--- config.mk ---
export PLATFORM = sky130hd
export DESIGN_NAME = pbc_front
export DESIGN_NICKNAME = d
export VERILOG_FILES = /design/src/rtl/pbc_pkg.sv /design/src/rtl/pbc_front.sv
export SDC_FILE = /design/constraint.sdc
export NUM_CORES = 1
export LEC_CHECK = 0
export BUFFER_PORTS_ARGS = -buffer_cell sky130_fd_sc_hd__buf_2
export CAP_MARGIN = 5
export CORE_UTILIZATION = 26
export CTS_CLUSTER_SIZE = 24
export DETAILED_ROUTE_END_ITERATION = 8
export PLACE_DENSITY = 0.46
export SKIP_CTS_REPAIR_TIMING = 1
export SLEW_MARGIN = 10
export SYNTH_ARGS = -nofsm -noshare
export SYNTH_HDL_FRONTEND = slang
export SYNTH_SLANG_ARGS = --single-unit
--- constraint.sdc ---
create_clock -name clk -period 6.3 [get_ports clk]
set_input_delay 0.63 -clock clk [delete_from_list [all_inputs] [get_ports clk]]
set_output_delay 0.63 -clock clk [all_outputs]
set_load 0.1 [all_outputs]
--- src/rtl/pbc_pkg.sv ---
// Package for the pileup base counter: payload structs, codes and constants.
// Used by every module in rtl/ except pbc_ram; depends on nothing.
package pbc_pkg;

    localparam int WINDOW_DEPTH_DEF = 4096;
    localparam int COUNT_BITS_DEF   = 16;

    localparam logic [1:0] CMD_LOAD  = 2'd0;
    localparam logic [1:0] CMD_APPLY = 2'd1;
    localparam logic [1:0] CMD_READ  = 2'd2;

    localparam logic [2:0] KIND_MATCH = 3'd0;
    localparam logic [2:0] KIND_MISM  = 3'd1;
    localparam logic [2:0] KIND_INS   = 3'd2;
    localparam logic [2:0] KIND_DEL   = 3'd3;
    localparam logic [2:0] KIND_SOFT  = 3'd4;
    localparam logic [2:0] KIND_HARD  = 3'd5;

    localparam logic [2:0] BASE_N = 3'd4;

    localparam logic [1:0] ST_OK      = 2'd0;
    localparam logic [1:0] ST_OUTSIDE = 2'd1;
    localparam logic [1:0] ST_SAMEREF = 2'd2;
    localparam logic [1:0] ST_INVALID = 2'd3;

    localparam logic [2:0] EV_NONE = 3'd0;
    localparam logic [2:0] EV_INS  = 3'd1;
    localparam logic [2:0] EV_DEL  = 3'd2;
    localparam logic [2:0] EV_SOFT = 3'd3;
    localparam logic [2:0] EV_HARD = 3'd4;

    localparam logic [1:0] REG_WSTART = 2'd0;
    localparam logic [1:0] REG_WEND   = 2'd1;
    localparam logic [1:0] REG_MINS   = 2'd2;
    localparam logic [1:0] REG_MDEL   = 2'd3;

    // Back-end operations chosen by the front end.
    localparam logic [2:0] OP_DONE  = 3'd0; // result fully decided
    localparam logic [2:0] OP_LOAD  = 3'd1;
    localparam logic [2:0] OP_READ  = 3'd2;
    localparam logic [2:0] OP_MATCH = 3'd3;
    localparam logic [2:0] OP_MISM  = 3'd4;
    localparam logic [2:0] OP_SINS  = 3'd5;
    localparam logic [2:0] OP_SDEL  = 3'd6;

    typedef struct packed {
        logic [1:0]  command;
        logic [31:0] ref_position;
        logic [2:0]  seg_kind;
        logic [15:0] seg_len;
        logic [2:0]  base_code;
        logic        clip_at_read_end;
    } in_item_t;

    typedef struct packed {
        logic [1:0]  status;
        logic [2:0]  event_kind;
        logic [31:0] event_position;
        logic [15:0] event_len;
        logic        event_at_read_end;
        logic [15:0] count_a;
        logic [15:0] count_c;
        logic [15:0] count_g;
        logic [15:0] count_t;
        logic [15:0] count_n;
        logic [15:0] short_ins_total;
        logic [15:0] short_del_total;
    } out_item_t;

    // Classified work handed from front to back. Offsets are window-relative,
    // kept at 32 bits; the back end slices them to the memory index width.
    typedef struct packed {
        logic [2:0]  op;
        logic [31:0] offset;   // first index
        logic [31:0] count;    // positions to walk for a match run
        logic [2:0]  base;
        out_item_t   res;      // pre-filled result
    } task_t;

endpackage

--- src/rtl/pbc_front.sv ---
// Front end: window check and classification of each item into a back-end task.
// Depends on pbc_pkg.
module pbc_front #(
    parameter int WINDOW_DEPTH = pbc_pkg::WINDOW_DEPTH_DEF
) (
    input  logic             clk,
    input  logic             rst_n,
    input  logic [31:0]      window_start,
    input  logic [31:0]      window_end,
    input  logic [15:0]      min_insertion_len,
    input  logic [15:0]      min_deletion_len,
    input  logic             in_valid,
    input  pbc_pkg::in_item_t in_item,
    output logic             in_ready,
    output logic             task_valid,
    output pbc_pkg::task_t   task_item,
    input  logic             task_ready
);
    localparam logic [32:0] DEPTH_M1 = 33'(WINDOW_DEPTH - 1);

    logic [32:0]    lim, eff_end, we_excl, lo, hi, pos33, hi_raw;
    logic           inw, m_none;
    pbc_pkg::task_t t;
    logic           task_valid_reg;
    pbc_pkg::task_t task_reg;

    // Window bounds and clipping of a match run.
    always_comb
    begin
        lim     = {1'b0, window_start} + DEPTH_M1;
        eff_end = ({1'b0, window_end} < lim) ? {1'b0, window_end} : lim;
        pos33   = {1'b0, in_item.ref_position};
        inw     = (pos33 >= {1'b0, window_start}) && (pos33 <= eff_end);
        we_excl = eff_end + 33'd1;
        hi_raw  = pos33 + {17'd0, in_item.seg_len};
        lo      = (pos33 < {1'b0, window_start}) ? {1'b0, window_start} : pos33;
        hi      = (hi_raw > we_excl) ? we_excl : hi_raw;
        m_none  = (in_item.seg_len == 16'd0) || (lo >= hi);
    end

    // Classification.
    always_comb
    begin
        t          = '0;
        t.base     = in_item.base_code;
        t.offset   = 32'(pos33 - {1'b0, window_start});
        t.res.status = pbc_pkg::ST_OK;
        case (in_item.command)
            pbc_pkg::CMD_LOAD:
            begin
                if (inw) t.op = pbc_pkg::OP_LOAD;
                else     t.res.status = pbc_pkg::ST_OUTSIDE;
            end
            pbc_pkg::CMD_READ:
            begin
                if (inw) t.op = pbc_pkg::OP_READ;
                else     t.res.status = pbc_pkg::ST_OUTSIDE;
            end
            pbc_pkg::CMD_APPLY:
            begin
                if (in_item.seg_kind > pbc_pkg::KIND_HARD)
                begin
                    t.res.status = pbc_pkg::ST_INVALID;
                end
                else if (in_item.seg_kind == pbc_pkg::KIND_MATCH)
                begin
                    if (m_none)
                    begin
                        t.res.status = pbc_pkg::ST_OUTSIDE;
                    end
                    else
                    begin
                        t.op     = pbc_pkg::OP_MATCH;
                        t.offset = 32'(lo - {1'b0, window_start});
                        t.count  = 32'(hi - lo);
                    end
                end
                else if (!inw)
                begin
                    t.res.status = pbc_pkg::ST_OUTSIDE;
                end
                else if (in_item.seg_kind == pbc_pkg::KIND_MISM)
                begin
                    if (in_item.base_code > pbc_pkg::BASE_N)
                        t.res.status = pbc_pkg::ST_INVALID;
                    else
                        t.op = pbc_pkg::OP_MISM;
                end
                else if (in_item.seg_kind == pbc_pkg::KIND_INS)
                begin
                    if (in_item.seg_len >= min_insertion_len)
                    begin
                        t.res.event_kind     = pbc_pkg::EV_INS;
                        t.res.event_position = in_item.ref_position;
                        t.res.event_len      = in_item.seg_len;
                    end
                    else
                    begin
                        t.op = pbc_pkg::OP_SINS;
                    end
                end
                else if (in_item.seg_kind == pbc_pkg::KIND_DEL)
                begin
                    if (in_item.seg_len >= min_deletion_len)
                    begin
                        t.res.event_kind     = pbc_pkg::EV_DEL;
                        t.res.event_position = in_item.ref_position;
                        t.res.event_len      = in_item.seg_len;
                    end
                    else
                    begin
                        t.op = pbc_pkg::OP_SDEL;
                    end
                end
                else
                begin
                    t.res.event_kind = (in_item.seg_kind == pbc_pkg::KIND_SOFT)
                                       ? pbc_pkg::EV_SOFT : pbc_pkg::EV_HARD;
                    t.res.event_position    = in_item.ref_position;
                    t.res.event_len         = in_item.seg_len;
                    t.res.event_at_read_end = in_item.clip_at_read_end;
                end
            end
            default:
            begin
                t.res.status = pbc_pkg::ST_INVALID;
            end
        endcase
    end

    // One-entry queue toward the back end.
    assign in_ready   = !task_valid_reg || task_ready;
    assign task_valid = task_valid_reg;
    assign task_item  = task_reg;

    always_ff @(posedge clk or negedge rst_n)
    begin
        if (!rst_n)
        begin
            task_valid_reg <= 1'b0;
        end
        else if (in_ready)
        begin
            task_valid_reg <= in_valid;
        end
    end

    always_ff @(posedge clk)
    begin
        if (in_ready && in_valid)
        begin
            task_reg <= t;
        end
    end
endmodule

==> results of run 1 <==
## logic make-up after synthesis
family	count (synthesis)	share of synthesized area, %
flip-flops	125	20.4
buffers and inverters	340	9.40
XOR/XNOR	164	7.81
AND/OR/NAND/NOR	677	19.3
other	1	0.0204
adder cells (fa/ha/maj)	276	18.9
AO/OA/AOI/OAI	539	18.8
multiplexers	93	5.37
## critical path: cells and delay by family
| family | cells | cell delay (ns) |
|---|---|---|
| AOI/OAI and AO/OA | 16 | 3.17 |
| and+or+nand+nor | 13 | 1.98 |
| adders and majority gates | 6 | 1.56 |
| buffers and inverters | 9 | 1.07 |
| muxes | 2 | 0.45 |
| xor gates and xnor gates | 2 | 0.28 |
## path summary, 6_finish.rpt
kind,endpoint,depth (start not counted),slack [ns]
hold / removal,task_item[167],1,0.34
hold reg to reg,task_valid,2,0.55
max in group asynchronous,task_valid,2,5.75
setup / recovery,task_item[199],48,-2.65
setup reg to reg,task_item[129],3,3.79
min in group asynchronous,task_valid,2,0.46
## where the power goes
part / total, mW / switching [mW] / internal [mW]
clock: 1.13 / 0.489 / 0.637
sequential: 1.00 / 0.0165 / 0.985
combinational: 4.30 / 2.48 / 1.82
total: 6.42 / 2.98 / 3.44
## metal layers
layer | up-vias | global-route usage [%] | share of wire [%]
met3 | 83 | 3.50 | 4.6
met4 | 2 | 5.41 | 2.6
met2 | 534 | 35.3 | 45
met5 | - | 0 | 0.0087
met1 | 9292 | 29.1 | 48
li1 | 9830 | - | -
## through the flow
stage | setup slack, ns | area [um2] | power [mW] | cells | hold slack, ns
3_3_place_gp | -3.58 | 25900 | 5.00 | 4075 | 0.404
5_1_grt | -3.12 | 28000 | 6.83 | 4168 | 0.313
3_5_place_dp | -3.88 | 25900 | 5.01 | 4075 | 0.406
4_1_cts | -3.38 | 26500 | 6.19 | 4107 | -0.135
2_1_floorplan | -2.92 | 19100 | 3.51 | 2326 | 0.334
6_report | -2.65 | 28000 | 6.42 | 4168 | 0.340
## cells in the final DEF (no fill, tap or decap), drive strengths merged, types with 6 or more instances in the layout
| master | netlist | layout |
|---|---|---|
| o21a | 28 | 28 |
| o31ai | 16 | 16 |
| or2 | 15 | 15 |
| and4 | 11 | 11 |
| or3 | 13 | 13 |
| o21ai | 83 | 83 |
| nand2 | 90 | 90 |
| a31oi | 24 | 24 |
| inv | 168 | 176 |
| ha | 272 | 272 |
| and3 | 19 | 19 |
| nand2b | 24 | 24 |
| a21o | 94 | 94 |
| edfxtp | 124 | 124 |
| o31a | 6 | 6 |
| o211ai | 14 | 14 |
| or4 | 6 | 6 |
| mux2i | 63 | 63 |
| nand4 | 52 | 53 |
| xnor2 | 99 | 99 |
| conb | 1 | 112 |
| xor2 | 65 | 65 |
| nand3 | 56 | 56 |
| a21oi | 179 | 179 |
| nor3 | 62 | 62 |
| nor2b | 32 | 32 |
| nor2 | 205 | 205 |
| o21bai | 19 | 19 |
| buf | 138 | 1033 |
| o2111ai | 6 | 6 |
| a211oi | 14 | 14 |
| clkbuf | 34 | 24 |
| mux2 | 30 | 30 |
| nor4 | 19 | 19 |
| and2 | 52 | 52 |
## cell type report
class | count | area, um2 | share of cell area (%)
clock inverters | 15 | 200 | 0.715
inverters | 168 | 637 | 2.28
well taps | 940 | 1180 | 4.20
clock buffers | 17 | 425 | 1.52
repair buffers | 1041 | 7520 | 26.9
flip-flops and latches | 125 | 3750 | 13.4
multi-input cells | 1862 | 14300 | 51.0
==> flow_summary.yaml, run 1 <==
drt:
  vias: 19700
  drt_iter0_markers: 1147
  wl_per_cell_um: 19.2
  routed_wl_um: 80000
  viasPerCell: 4.74
  drc_errors: 0
  drt_pre_antenna_iters: 5
  ant_nets: 0
critical_path:
  cp.arrival_ns: 9.18
  rr_startpoint: "task_valid"
  startpoint_type: "input pin"
  crit_start: "window_start[1]"
  crit_fanout: 6
  slowest_stage: "o41ai_4"
  slowest_delay_ns: 0.40
  critPathRequiredTime_ns: 6.53
  end_kind: "flip-flop"
  crit_type: "input pin to flip-flop"
finish:
  finish.utilization_pct: 40.0
  fillCellCount: 7157
  drive_above_1_share_pct: 40.3
  diodes: 0
  layout.nets: 3648
  largest_reg_flops: 124
  areaGrowthSynthToFinish_pct: 52.1
yosys:
  netlist_top_cells_area: "edfxtp_1 (20%), ha_1 (18%), a21oi_1 (4.9%)"
  syn_area_per_cell_um2: 8.31
  ys.warnings.count: 0
  synth_edf_count: 124
  synth-seq-area-share_pct: 20.4
  netlist_instances: 2215
  yosysTopAreaCell: "edfxtp_1"
  synth_most_common_cell: "ha_1"
  synthTopCellsByCount: "ha_1 (272), nor2_1 (205), a21oi_1 (179)"
  netlist-cell-type-count: 84
  synth_seq_cells: 125
  synth-main-ff-cell: "edfxtp_1"
  synthArstFlopShare_pct: 0.800
  synth.top_cell.area_share_pct: 20.2
  netlist_area_mm2: 0.0184
sta:
  final_hold_viol_count: 0
  rsz0062_at_grt: "true"
  fin_crit_sh_pct: 142
  fin_setup_tns_ns: -170.23
  worst_slack_ns: -2.65
  min_period_ns: 8.95
  worstMarginPinSlew_ns: 0.915
  worst_clock_skew_ns: 0.0192
  drv_slew: 0
  setup_viol: 105
  fmax_ghz: 0.112
  slew_headroom_pct: 39.0
place:
  gp_congestion: 0.905
  io_buffers: 282
  dp_hpwl_um: 67300
min_path:
  hold_path_class: "input pin to flip-flop"
  worstHoldStart: "in_item[2]"
clock_network:
  cts.htree.levels: 4
  cts-root-buf: "clkbuf_16"
  cts.sink_count: 125
  numCtsBuffers: 17
  cts_tree: "done"
  insertion_delay_ns: 0.49
  clk_pin_slew_ns: 0.06
  clock_path_buffers: 2
die:
  initial_core_util_pct: 26.3
  rows: 97
  die_x_um: 268
  core_area_mm2: 0.0700
  die-area_mm2: 0.0718
  ioPinCount: 395
  dieHeight_um: 268
global_route:
  grt_max_degree: 64
  grt_pass1_vias: 19400
  antenna_found_initial: 1
  overflow: 0
  grt_first_pass_wirelength_um: 115000
  grt_use_total_pct: 21.5
power:
  leakagePower_nw: 13.9
  irDropWorstVdd_mv: 0.199
  powerDensity_mw_per_mm2: 230
job:
  max_cap_violations: 0
outcome:
  violations: "setup timing"
  status: "complete, but fails checks"
No activity file was read; power rests on OpenSTA's default activity.
==> run 2, diff against run 1 <==
--- a/config.mk
+++ b/config.mk
@@ -7,10 +7,10 @@
 export LEC_CHECK = 0
 export BUFFER_PORTS_ARGS = -buffer_cell sky130_fd_sc_hd__buf_2
 export CAP_MARGIN = 5
-export CORE_UTILIZATION = 26
+export CORE_UTILIZATION = 49
 export CTS_CLUSTER_SIZE = 24
 export DETAILED_ROUTE_END_ITERATION = 8
-export PLACE_DENSITY = 0.46
+export PLACE_DENSITY = 0.75
 export SKIP_CTS_REPAIR_TIMING = 1
 export SLEW_MARGIN = 10
 export SYNTH_ARGS = -nofsm -noshare
==> run 2 against run 1 <==
- the flow still finishes with violations (setup timing)
- clock skew fell by 0.0063 ns
- hold slack improved by 0.036 ns
- count of clock-buffer cells in the layout did not move
- die area fell by 47%
- sequential power barely moved
- combinational power fell by 3%
- routed wire length fell by 13%
- critical path depth fell by 1
- power fell by 3.2%
- first-iteration DRC count rose by 29%
- largest power group unchanged
==> flow_summary.yaml, run 2 (synthesis results as in run 1) <==
outcome:
  status: "complete, but fails checks"
  violations: "setup timing"
sta:
  fmax_ghz: 0.112
  final_hold_viol_count: 0
  worst_clock_skew_ns: 0.0129
  worstMarginPinSlew_ns: 0.889
  rsz0062_at_grt: "true"
  worst_slack_ns: -2.59
  fin_crit_sh_pct: 141
  drv_slew: 0
  fin_hold_ws_ns: 0.376
  setup_viol: 120
  slew_headroom_pct: 40.8
  min_period_ns: 8.89
critical_path:
  crit_start: "window_start[8]"
  slowest_stage: "o31ai_4"
  cp.arrival_ns: 9.11
  crit_fanout: 8
  critPathRequiredTime_ns: 6.52
  crit_type: "input pin to flip-flop"
  slowest_delay_ns: 0.36
  rr_startpoint: "task_valid"
  startpoint_type: "input pin"
  end_kind: "flip-flop"
clock_network:
  cts-root-buf: "clkbuf_16"
  numCtsBuffers: 17
  cts_tree: "done"
  insertion_delay_ns: 0.45
  clk_pin_slew_ns: 0.07
  cts.htree.levels: 4
  clock_path_buffers: 2
  cts.sink_count: 125
job:
  max_cap_violations: 0
global_route:
  grt_pass1_vias: 19100
  grt_max_degree: 68
  grt_first_pass_wirelength_um: 102000
  antenna_found_initial: 3
  overflow: 0
  grt_use_total_pct: 34.5
min_path:
  worstHoldStart: "in_item[2]"
  hold_path_class: "input pin to flip-flop"
drt:
  drt_pre_antenna_iters: 6
  routed_wl_um: 69700
  vias: 20200
  drt_iter0_markers: 1484
  ant_nets: 0
  viasPerCell: 5.60
  wl_per_cell_um: 19.4
  drc_errors: 0
power:
  powerDensity_mw_per_mm2: 235
  leakagePower_nw: 13.3
  report.power.total_mw: 6.22
  irDropWorstVdd_mv: 0.210
finish:
  final_common_cell: "buf_4"
  layout.nets: 3550
  drive_above_1_share_pct: 36.9
  stdcell_area_mm2: 0.0264
  largest_reg_flops: 124
  areaGrowthSynthToFinish_pct: 43.5
  layout.cells.most_common_list: "buf_4 (632), buf_2 (275), ha_1 (258), nor2_1 (191), inv_1 (163)"
place:
  dp_hpwl_um: 56700
  gp_congestion: 1.02
  placed_area_mm2: 0.0247
  io_buffers: 282
die:
  ioPinCount: 395
  die-area_mm2: 0.0383
  dieHeight_um: 196
  initial_core_util_pct: 50.0
  die_x_um: 196
  core_area_mm2: 0.0368
  rows: 70
==> run 2: cell types whose count changed in the layout (fill, tap and decap cells not counted), sizes merged <==
cell      before  now
buf         1033  939
clkbuf        24   20
clkinv         1    7
clkinvlp       3    1
diode          0    1
inv          176  172
==> run 2: critical path: cells and delay by family <==
kind | cells | cell delay [ns]
compound gates | 13 | 2.49
simple gates | 16 | 2.52
fa+ha+maj | 4 | 1.04
xor+xnor | 2 | 0.43
mux | 2 | 0.49
buf+inv | 10 | 1.49
==> run 2: cell type report <==
| cell class | count | area, um2 |
|---|---|---|
| multi-input cells | 1862 | 14100 |
| clock buffers | 17 | 425 |
| fillers | 2856 | 10400 |
| repair buffers | 943 | 6680 |
| flip-flops and latches | 125 | 3750 |
| clock inverters | 15 | 186 |
| inverters | 168 | 637 |
| well taps | 468 | 586 |
| diodes | 1 | 2.50 |
==> run 2: per-layer routing <==
| metal | up-vias | share of wire [%] | GRT usage (%) |
|---|---|---|---|
| li1 | 9616 | - | - |
| met1 | 9382 | 42 | 45.0 |
| met2 | 990 | 44 | 55.5 |
| met3 | 179 | 8.7 | 5.72 |
| met4 | 2 | 4.7 | 16.6 |
| met5 | - | 0.043 | 0 |
==> run 2: final timing paths <==
kind	to	slack [ns]	depth (start not counted)
max	task_item[229]	-2.59	47
min	task_item[167]	0.38	1
max reg2reg	task_item[202]	3.84	3
min reg2reg	task_valid	0.55	2
max in group asynchronous	task_valid	5.74	2
min in group asynchronous	task_valid	0.47	2
==> run 2: metrics by stage <==
stage	setup TNS [ns]	utilization (%)	setup slack, ns	std cells
after detailed placement	-266.65	67.0	-3.66	3525
final	-176.68	71.8	-2.59	3599
after CTS	-215.93	68.7	-3.21	3557
after global routing	-218.47	71.8	-2.92	3598
after global placement	-248.95	67.0	-3.38	3525
after floorplan	-181.33	-	-2.92	2326
==> run 2: report_power, final <==
part / switching [mW] / internal (mW)
clock network: 0.439 / 0.629
registers: 0.0169 / 0.985
logic: 2.43 / 1.71
total: 2.89 / 3.33
==> run 3, diff against run 2 <==
--- a/config.mk
+++ b/config.mk
@@ -5,6 +5,7 @@
 export SDC_FILE = /design/constraint.sdc
 export NUM_CORES = 1
 export LEC_CHECK = 0
+export ABC_AREA = 1
 export BUFFER_PORTS_ARGS = -buffer_cell sky130_fd_sc_hd__buf_2
 export CAP_MARGIN = 5
 export CORE_UTILIZATION = 49
==> run 3 against run 2 <==
- the flow finishes with violations (DRC, setup timing)
- sequential share of layout area down 0.65 points
- setup slack better by 0.56 ns
- global-route usage up 3.8 points
- clock skew up 0.0028 ns
- hold slack better by 0.013 ns
- largest cell class unchanged
- critical path type unchanged
- combinational power up 16%
- synthesized area down 1.3%
- flip-flop and latch count unchanged
- die area down 1.3%
- largest power group unchanged
==> flow_summary.yaml, run 3 <==
outcome:
  status: "complete, but fails checks"
  violations: "DRC, setup timing"
yosys:
  netlist-cell-type-count: 56
  synthArstFlopShare_pct: 0.800
  synth_edf_count: 124
  synth_seq_cells: 125
  netlist_top_cells_area: "edfxtp_1 (21%), ha_1 (19%), nand2_1 (12%)"
  syn_area_per_cell_um2: 6.98
  netlist_area_mm2: 0.0182
  synth-seq-area-share_pct: 20.7
  synthTopCellsByCount: "nand2_1 (590), inv_1 (344), ha_1 (272)"
  synth-main-ff-cell: "edfxtp_1"
  netlist_instances: 2601
  synth_most_common_cell: "nand2_1"
  synth.top_cell.area_share_pct: 20.5
  ys.warnings.count: 0
  yosysTopAreaCell: "edfxtp_1"
place:
  gp_congestion: 1.08
  dp_hpwl_um: 63600
  io_buffers: 282
  dp_cells: 3972
drt:
  ant_nets: 0
  wl_per_cell_um: 19.7
  routed_wl_um: 80000
  drt_pre_antenna_iters: 9
  vias: 22400
  drc_errors: 1
  drt_iter0_markers: 2247
  viasPerCell: 5.51
power:
  powerDensity_mw_per_mm2: 251
  irDropWorstVdd_mv: 0.220
  leakagePower_nw: 14.3
critical_path:
  end_kind: "flip-flop"
  slowest_stage: "ha_1"
  critPathRequiredTime_ns: 6.47
  cp.arrival_ns: 8.49
  crit_start: "window_start[1]"
  crit_type: "input pin to flip-flop"
  crit_fanout: 9
  path_buf_inv: 10
  slowest_delay_ns: 0.31
  startpoint_type: "input pin"
  rr_startpoint: "task_valid"
  critPathTopFamily: "simple AND/OR/NAND/NOR gates"
  cp_common_cell: "nand2_1"
die:
  die-area_mm2: 0.0378
  ioPinCount: 395
  initial_core_util_pct: 49.7
  dieHeight_um: 194
  core_area_mm2: 0.0365
  rows: 70
  die_x_um: 194
finish:
  fin_cells: 4055
  final_common_cell: "buf_4"
  layout.nets: 4007
  largest_reg_flops: 124
  layout.cells.most_common_list: "buf_4 (668), nand2_1 (503), inv_1 (329), buf_2 (281), ha_1 (245)"
  fillCellCount: 2709
  drive_above_1_share_pct: 38.2
  diodes: 0
  areaGrowthSynthToFinish_pct: 52.5
clock_network:
  cts-root-buf: "clkbuf_16"
  cts.sink_count: 125
  clock_path_buffers: 2
  cts.htree.levels: 4
  clk_pin_slew_ns: 0.06
  numCtsBuffers: 17
  cts_tree: "done"
  insertion_delay_ns: 0.45
job:
  max_cap_violations: 0
global_route:
  overflow: 0
  grt_pass1_vias: 20400
  grt_use_total_pct: 38.4
  grt_max_degree: 80
  grt_first_pass_wirelength_um: 112000
  antenna_found_initial: 0
sta:
  rsz0062_at_grt: "true"
  setup_viol: 67
  slew_headroom_pct: 34.2
  final_hold_viol_count: 0
  worst_clock_skew_ns: 0.0157
  fin_crit_sh_pct: 132
  fin_setup_tns_ns: -129.62
  min_period_ns: 8.33
  worst_slack_ns: -2.03
  drv_slew: 0
  worstMarginPinSlew_ns: 0.986
  fmax_ghz: 0.120
min_path:
  worstHoldStart: "in_item[3]"
  hold_path_class: "input pin to flip-flop"
-- run 3: worst paths after layout --
kind | slack [ns] | depth (start not counted) | to
max reg2reg | 3.89 | 3 | task_item[136]
max in group asynchronous | 5.71 | 2 | task_valid
min in group asynchronous | 0.51 | 2 | task_valid
min reg2reg | 0.58 | 2 | task_valid
max | -2.03 | 61 | task_item[221]
min | 0.39 | 1 | task_item[168]
-- run 3: metal layers --
| metal | global-route usage (%) | wire (um) | up-vias |
|---|---|---|---|
| li1 | - | - | 10400 |
| met1 | 52.0 | 32600 | 10400 |
| met2 | 61.4 | 35800 | 1313 |
| met3 | 4.89 | 7800 | 221 |
| met4 | 15.8 | 3790 | 0 |
| met5 | 0 | 0 | - |
-- run 3: cells by family after synthesis --
family	after synthesis	synth area share, %
AO/OA/AOI/OAI	468	14.4
XOR/XNOR	153	7.38
adder cells (fa/ha/maj)	276	19.2
buffers and inverters	504	13.1
flip-flops	125	20.7
other	1	0.0207
AND/OR/NAND/NOR	1074	25.3
-- run 3: through the flow --
| step | utilization (%) | power [mW] | worst slack (ns) | hold slack, ns | instance area, um2 |
|---|---|---|---|---|---|
| 2_1_floorplan | - | 3.48 | -1.49 | 0.334 | 18900 |
| 3_3_place_gp | 67.9 | 5.02 | -2.37 | 0.406 | 24800 |
| 3_5_place_dp | 67.9 | 5.07 | -2.51 | 0.406 | 24800 |
| 4_1_cts | 69.7 | 6.20 | -2.10 | -0.0500 | 25500 |
| 5_1_grt | 75.8 | 7.24 | -2.45 | 0.382 | 27700 |
| 6_report | 75.8 | 6.94 | -2.03 | 0.388 | 27700 |
-- run 3: layout make-up --
cell class                      count  area [um2]  area share, %
Clock buffer                       18         429           1.55
Clock inverter                     14         215          0.777
Tap cell                          468         586           2.12
Timing Repair inverter              1        8.76         0.0316
Sequential cell                   125        3750           13.5
Multi-Input combinational cell   2085       14200           51.2
Inverter                          351        1350           4.87
Timing Repair Buffer              993        7180           25.9
-- run 3: power breakdown --
part / internal [mW] / total (mW) / switching, mW
Combinational: 1.87 / 4.82 / 2.96
Sequential: 0.988 / 1.00 / 0.0138
Clock: 0.703 / 1.12 / 0.417
